**config.mk**
```make
export PLATFORM = sky130hd
export DESIGN_NAME = dccpd_core
export DESIGN_NICKNAME = d
export VERILOG_FILES = /design/src/sv/dccpd_pkg.sv /design/src/sv/dccpd_core.sv
export SDC_FILE = /design/constraint.sdc
export NUM_CORES = 1
export LEC_CHECK = 0
export ABC_AREA = 1
export BUFFER_PORTS_ARGS = -buffer_cell sky130_fd_sc_hd__buf_2
export CAP_MARGIN = 40
export CORE_MARGIN = 4
export CORE_UTILIZATION = 55
export CTS_CLUSTER_SIZE = 28
export DETAILED_ROUTE_END_ITERATION = 12
export PLACE_DENSITY = 0.89
export SKIP_LAST_GASP = 1
export SLEW_MARGIN = 20
export SYNTH_ARGS = -nofsm -noshare
export SYNTH_HDL_FRONTEND = slang
export SYNTH_SLANG_ARGS = --single-unit
```
**constraint.sdc**
```tcl
create_clock -name clk -period 2.1 [get_ports clk]
set_input_delay 0.42 -clock clk [delete_from_list [all_inputs] [get_ports clk]]
set_output_delay 0.42 -clock clk [all_outputs]
set_load 0.005 [all_outputs]
```
**src/sv/dccpd_pkg.sv**
```systemverilog
// DCC packet deframer package: field widths, phase codes, config indexes
// and the struct types shared by the core and the top level.
// No dependencies.
package dccpd_pkg;

	localparam int RunW     = 5;
	localparam int SlotW    = 3;
	localparam int ByteW    = 8;
	localparam int CountW   = 2;
	localparam int CfgIdxW  = 4;
	localparam int CfgDataW = 8;

	localparam logic [CountW-1:0] StoreDepth = 2'd3;
	localparam logic [RunW-1:0]   RunMax     = 5'd31;
	localparam logic [SlotW-1:0]  LastSlot   = 3'd7;

	// receive phases
	localparam logic [1:0] PhPreamble = 2'd0;
	localparam logic [1:0] PhLead     = 2'd1;
	localparam logic [1:0] PhByte     = 2'd2;
	localparam logic [1:0] PhTrailer  = 2'd3;

	// configuration register indexes
	localparam logic [CfgIdxW-1:0] RegPreambleMin = 4'd0;
	localparam logic [CfgIdxW-1:0] RegInvertLine  = 4'd1;

	localparam logic [RunW-1:0] PreambleMinRst = 5'd10;
	localparam logic            InvertLineRst  = 1'b1;

	typedef struct packed {
		logic [RunW-1:0] preamble_min;
		logic            invert_line;
	} cfg_t;

	typedef struct packed {
		logic [ByteW-1:0]  first_byte;
		logic [ByteW-1:0]  second_byte;
		logic [ByteW-1:0]  third_byte;
		logic [CountW-1:0] received_count;
		logic              too_long;
	} pkt_t;

endpackage

```
**src/sv/dccpd_core.sv**
```systemverilog
// Bit-level receive state machine: preamble count, byte assembly and the
// three-byte packet store. Depends on dccpd_pkg.
module dccpd_core import dccpd_pkg::*; (
	input  logic clk,
	input  logic arst_n,
	input  logic step,
	input  logic bit_in,
	input  cfg_t cfg,
	output logic res_hit,
	output pkt_t res
);

	logic [1:0]        phase_q;
	logic [RunW-1:0]   run_q;
	logic [SlotW-1:0]  slot_q;
	logic [CountW-1:0] count_q;
	logic [ByteW-1:0]  store_q [3];
	logic              ovf_q;

	logic [RunW-1:0]  run_inc;
	logic [ByteW-1:0] bit_mask;
	logic             room;

	assign run_inc  = (run_q < RunMax) ? run_q + 1'b1 : run_q;
	assign bit_mask = {bit_in, {(ByteW-1){1'b0}}} >> slot_q;
	assign room     = count_q < StoreDepth;

	// store is stable in the trailer phase, so the packet reads it directly
	assign res_hit = (phase_q == PhTrailer) && bit_in;
	assign res.first_byte     = store_q[0];
	assign res.second_byte    = store_q[1];
	assign res.third_byte     = store_q[2];
	assign res.received_count = count_q;
	assign res.too_long       = ovf_q;

	always_ff @(posedge clk or negedge arst_n) begin
		if (!arst_n) begin
			phase_q    <= PhPreamble;
			run_q      <= '0;
			slot_q     <= '0;
			count_q    <= '0;
			ovf_q      <= 1'b0;
			store_q[0] <= '0;
			store_q[1] <= '0;
			store_q[2] <= '0;
		end else if (step) begin
			case (phase_q)
				PhPreamble: begin
					if (bit_in) begin
						run_q <= run_inc;
						if (run_inc >= cfg.preamble_min) phase_q <= PhLead;
					end else begin
						run_q <= '0;
					end
				end
				PhLead: begin
					if (bit_in) begin
						run_q <= run_inc;
					end else begin
						// packet start: clear the store
						store_q[0] <= '0;
						store_q[1] <= '0;
						store_q[2] <= '0;
						count_q    <= '0;
						ovf_q      <= 1'b0;
						slot_q     <= '0;
						phase_q    <= PhByte;
					end
				end
				PhByte: begin
					if (room) begin
						case (count_q)
							2'd0:    store_q[0] <= store_q[0] | bit_mask;
							2'd1:    store_q[1] <= store_q[1] | bit_mask;
							default: store_q[2] <= store_q[2] | bit_mask;
						endcase
					end
					if (slot_q == LastSlot) begin
						slot_q  <= '0;
						phase_q <= PhTrailer;
						if (room) count_q <= count_q + 1'b1;
						else ovf_q <= 1'b1;
					end else begin
						slot_q <= slot_q + 1'b1;
					end
				end
				default: begin
					if (!bit_in) begin
						phase_q <= PhByte;
					end else begin
						run_q   <= '0;
						slot_q  <= '0;
						phase_q <= PhPreamble;
					end
				end
			endcase
		end
	end

endmodule

```
==> Word-level counts from Yosys, hierarchy flattened <==
Index checks and enable logic that the tools add are counted.
{ "totals": {"regBits": 37, "in_bits": 10, "output_inout_bits": 28, "word_cells": 79} }
{ "op_classes": {"add_sub_neg": 3, "magnitude_cmp": 3, "n_eq_ne": 15, "shifts": 1, "mux": 29, "bitwise": 5, "n_reduce_logical": 15} }
{ "ops": {"columns": ["cell", "n"], "rows": [
  ["$mux W24", 2],
  ["$pmux W24 S2", 1],
  ["$reduce_and A5 Y1", 6],
  ["$mux W8", 3],
  ["$or A8 B8 Y8", 3],
  ["$mux W5", 4],
  ["$mux W2", 8],
  ["$ne A2 B2 Y1 const B", 8],
  ["$pmux W5 S3", 1],
  ["$mux W3", 3],
  ["$pmux W3 S3", 1],
  ["$reduce_and A4 Y1", 2],
  ["$shr A8 B3 Y8", 1],
  ["$pmux W2 S3", 1],
  ["$add A5 B1 Y5 const B", 1],
  ["$ge A5 B5 Y1", 1],
  ["$lt A5 B5 Y1 const B", 1],
  ["$eq A2 B1 Y1 const B", 2],
  ["$eq A2 B2 Y1 const B", 2],
  ["$logic_not A2 Y1", 2],
  ["$ne A2 B1 Y1 const B", 2],
  ["$pmux W2 S2", 1],
  ["$reduce_bool A2 Y1", 2],
  ["$add A3 B1 Y3 const B", 1],
  ["other kinds (9)", 12]
]} }

==> Longest topological paths before layout <==
{ "logic_depth": {"word_depth": 6, "depth_mapped": 14, "depth_no_buf": 14} }

==> Worst setup path after synthesis <==
OpenSTA, ideal clock, no wires.
{ "synth_timing": {"path_type": "flip-flop to flip-flop", "start": "reg run_q[0]", "end": "reg phase_q[1]", "setup_ns": 0.117, "arrival_ns": 1.556, "t_required_ns": 1.983, "path_slack_ns": 0.427, "stages_incl_launch_ff": 14, "n_path_buf": 0, "period_less_slack_ns": 1.673, "path_cell_list": "dfrtp_1 -> ha_1 -> nand2_1 -> o21bai_1 -> nand2_1 -> nand2_1 -> ha_1 -> nand2_1 -> nor2_1 -> nand2_1 -> nand3_1 -> nand2_1 -> nand2_1 -> nand2_1"} }
{ "synth_via": {"elab_chain_cells": 5, "elab_cells_between_ends": 6, "classes_between": "add/sub (1); order compare (2); eq/ne (1); mux (1); reduce/logical (1)"} }
{ "synth_rtl": {"columns": ["item", "line_no", "source"], "rows": [
  ["start, declared", "dccpd_core.sv:14", "logic [RunW-1:0] run_q;"],
  ["start signal, assigned", "dccpd_core.sv:50", "run_q <= run_inc;"],
  ["start signal, assigned", "dccpd_core.sv:58", "run_q <= run_inc;"],
  ["$add A5 B1 Y5 / $lt A5 B5 Y1 (equally long branches)", "dccpd_core.sv:24", "assign run_inc = (run_q < RunMax) ? run_q + 1'b1 : run_q;"],
  ["$mux W5 *", "dccpd_core.sv:24", null],
  ["$ge A5 B5 Y1 *", "dccpd_core.sv:51", "if (run_inc >= cfg.preamble_min) phase_q <= PhLead;"],
  ["$ne A2 B2 Y1 (no line) *", null, null],
  ["$reduce_and A5 Y1 (no line) *", null, null],
  ["end signal, assigned", "dccpd_core.sv:38", "phase_q <= PhPreamble;"],
  ["end signal, assigned", "dccpd_core.sv:51", null],
  ["end signal, assigned", "dccpd_core.sv:67", "phase_q <= PhByte;"],
  ["end, declared", "dccpd_core.sv:13", "logic [1:0] phase_q;"]
]} }
Mark *: on every way between the ends. The rest lies on a longest branch, timed or not.
A chain may end at the register's enable or synchronous reset.

==> Worst setup path in the final report <==
{ "layout_timing": {"start": "reg phase_q[0]", "end": "reg store_q (netlist bit res[13])"} }
{ "layout_via": {"elab_chain_cells": 3, "elab_cells_between_ends": 8, "classes_between": "eq/ne (5); mux (1); reduce/logical (2)"} }
{ "layout_rtl": {"columns": ["item", "line_no", "source"], "rows": [
  ["$eq A2 B2 Y1 / $eq A2 B1 Y1 (equally long branches)", "dccpd_core.sv:47", "case (phase_q)"],
  ["$ne A2 B1 Y1 (no line) (tied with other cells)", null, null],
  ["$reduce_and A5 Y1 (no line)", null, null],
  ["end, declared", "dccpd_core.sv:17", "logic [ByteW-1:0] store_q [3];"]
]} }
Several ways; a longest one is shown, not always the timed one.

==> impl_metrics.csv <==
group,metric,value,unit
status,status,"finished, final reports clean",
floorplan,design.die.area,4830,sq um
global_route,grt_overflow,0,
setup_path,critPathLaunchType,"flop",
setup_path,cp_max_fo,11,
pwr,p_int,0.00154,W
yosys,synth_fa_ha_area_share,9.62,%
drt,first_iter_violations,147,
drt,via_per_inst,5.07,
pwr,p_seq_share,38.4,%
setup_path,r2r_cells,9,
yosys,synth-edff-count,0,
place,dp_hpwl,3200,um
sta,slew_violations,0,
place,gp_congestion,0.871,
setup_path,cp.arrival,2.08,ns
sta,finalCritPeriodShare,90.6,%
place,postPlaceCellArea,2290,sq um
yosys,syn_inst,268,
yosys,synth_compound_area_share,10.2,%
sta,grt_setup_unrepaired,"false",
pwr,clock_power_share,23.3,%
drt,drt-wirelength-per-cell,11.5,um
global_route,grt_pass1_wl,6880,um
global_route,grt_usage,17.5,%
cells_and_area,final_area,2420,sq um
setup_path,crit_type,"reg -> reg",
setup_path,rrSetupSlack,0.20,ns
pwr,netSwitchingFraction,38.5,%
pwr,leakage,1.37,nW
setup_path,cp_data_required_time,2.28,ns
cells_and_area,num-nets-final,334,
clock_network,cts_setup_buffers,0,
sta,fin_crit,1.90,ns
drt,ant_nets,0,
sta,clock_skew,0.00268,ns
hold_path,min_path_type,"in -> async",
floorplan,io_pins,38,
yosys,yosys-top-cells-count,"nand2_1, dfrtp_1, inv_1",
cells_and_area,diodes,0,
drt,wirelength,4100,um
pwr,max-vdd-ir-drop,914,uV
global_route,antenna_found_initial,0,
yosys,synthFlopType,"dfrtp_1",
yosys,synth.top_cells.by_area,"dfrtp_1, nand2_1, ha_1",
floorplan,die_x,69.5,um
place,port_buffers,36,
yosys,synthSimpleGateAreaFrac,27.3,%
floorplan,start_util,56.8,%
pwr,p_per_area,1030,nW/um^2
setup_path,r2r_start,"phase_q[0]",
sta,final_hold_viol_count,0,
setup_path,endpoint,"res[13]",
drt,drtPass1Iterations,4,
global_route,grt_max_degree,38,
clock_network,clk_latency,0.29,ns
setup_path,cp-startpoint,"phase_q[0]",
cells_and_area,syn2layout_area_growth,16.5,%
clock_network,root_buffer,"clkbuf_8",
sta,worstMarginPinSlew,0.467,ns
sta,fmax,525,MHz
setup_path,cp-end-kind,"flop",
pwr,net-switching-power,0.000965,W
yosys,syn-num-nets,294,
sta,setup_viol,0,
sta,max_slew_margin,68.8,%
sta,setup_tns,0,ns
yosys,yosysMostFrequentCell,"nand2_1",
yosys,synthXorXnorAreaFrac,0,%
cells_and_area,drive_above_1_share,18.2,%
clock_network,postCtsHoldBufs,0,
job,maxCapViolCount,0,
clock_network,cts_made_buffers,5,
yosys,synthMuxAreaShare,0,%
cells_and_area,post-route-util,66.2,%
yosys,netlist_area,2080,sq um
yosys,yosysSeqAreaShare,44.5,%
clock_network,htreeDepth,2,
yosys,yosys.area.top_type,"dfrtp_1",
yosys,synthArstFlopShare,100,%
yosys,synth_cell_types,23,
clock_network,cts_tree,"done",
setup_path,reg2reg_to,"res[13]",
floorplan,fp-row-count,22,
yosys,synth_seq_cells,37,
floorplan,die_h,69.5,um
clock_network,max-clock-path-buffers,2,
pwr,power.total,0.00250,W
yosys,ys.warnings.count,0,
clock_network,clk_pin_slew_worst_paths,0.07,ns
global_route,grt_pass1_vias,1560,
drt,num_vias,1804,
yosys,synth_top_area_share,44.5,%
clock_network,cts_resized,0,
clock_network,clkSinkCount,37,
yosys,avgSynthCellArea,7.76,sq um
yosys,synth_top_family_by_area,"simple AND/OR/NAND/NOR gates",
pwr,power_frac_comb,38.2,%
drt,route.detailed.drc,0,
floorplan,core-area,3660,sq um
## stage by stage
step / setup slack, ns / hold slack (ns) / std cells
after global placement: 0.279 / 0.477 / 348
after detailed placement: 0.220 / 0.483 / 348
after floorplan: 0.427 / 0.124 / 268
after global routing: 0.0504 / 0.101 / 356
final: 0.197 / 0.0772 / 356
after CTS: 0.200 / 0.230 / 355
## worst min-delay path by stage
| stage | end | slack (ns) | depth (start not counted) |
|---|---|---|---|
| 2_1_floorplan | count_q[0] | 0.12 | 0 |
| 3_3_place_gp | res[19] | 0.48 | 2 |
| 3_5_place_dp | res[22] | 0.48 | 2 |
| 4_1_cts | res[22] | 0.23 | 1 |
| 5_1_grt | res[14] | 0.10 | 1 |
| 6_report | res[19] | 0.08 | 1 |
## area by class of cell
type                    instances  area (sq um)
fillers                       325          1240
multi-input cells             189           981
flip-flops and latches         37           926
repair buffers                 38           215
inverters                      37           139
clock buffers                   5          68.8
well taps                      48          60.1
clock inverters                 2          35.0
## registers in the layout (all words and copies together) (netlist names)
register and cells:
res 24, run_q 5, slot_q 3, count_q 2, phase_q 2, ovf_q 1
## layer usage
metal | vias to the layer above | global-route usage [%] | share of wire, %
li1 | 923 | - | -
met3 | 8 | 5.51 | 6.2
met1 | 834 | 22.5 | 45
met4 | 0 | 3.90 | 1.0
met2 | 39 | 28.8 | 48
met5 | - | 0 | 0
## cells in the final DEF (no fill, tap or decap)
| master | netlist | final |
|---|---|---|
| buf_4 | 2 | 1 |
| bufinv_16 | 0 | 1 |
| nand4_1 | 2 | 2 |
| o21ai_1 | 6 | 6 |
| nand2_1 | 82 | 82 |
| buf_16 | 0 | 1 |
| nand2_2 | 1 | 1 |
| inv_1 | 33 | 33 |
| dfrtp_1 | 37 | 37 |
| buf_2 | 1 | 36 |
| o21ai_0 | 8 | 8 |
| clkbuf_8 | 0 | 5 |
| inv_2 | 4 | 4 |
| o211ai_1 | 1 | 1 |
| nand3_2 | 1 | 1 |
| nor2_4 | 3 | 3 |
| nand3_1 | 16 | 16 |
| nor2_2 | 1 | 1 |
| a21oi_1 | 18 | 18 |
| nor2_1 | 27 | 27 |
| ha_1 | 16 | 16 |
| clkinv_2 | 0 | 1 |
| o21bai_1 | 5 | 5 |
| o31ai_1 | 1 | 1 |
| nor3_2 | 1 | 1 |
## cells by family (layout without fill, tap and decap cells)
group                    Yosys count  count (layout)
AND/OR/NAND/NOR                  134             134
buffers and inverters             42              82
AO/OA/AOI/OAI                     39              39
flip-flops                        37              37
adder cells (fa/ha/maj)           16              16
## power groups by stage
stage	combinational (W)	sequential, W	clock, W
2_1_floorplan	0.000695	0.000965	0
3_3_place_gp	0.000914	0.000969	0
3_5_place_dp	0.000956	0.000974	0
4_1_cts	0.000957	0.000962	0.000592
5_1_grt	0.00110	0.000984	0.000628
6_report	0.000958	0.000962	0.000584
## worst max-delay path, cell delays in order, from the launching register on
cell	delay [ns]
dfrtp_1	0.43
inv_1	0.14
ha_1	0.39
nand2_1	0.16
nand3_2	0.18
inv_2	0.06
nand2_2	0.18
inv_2	0.11
nand3_1	0.09
nand2_1	0.06
Note: power is estimated with default switching activity, not from simulation.
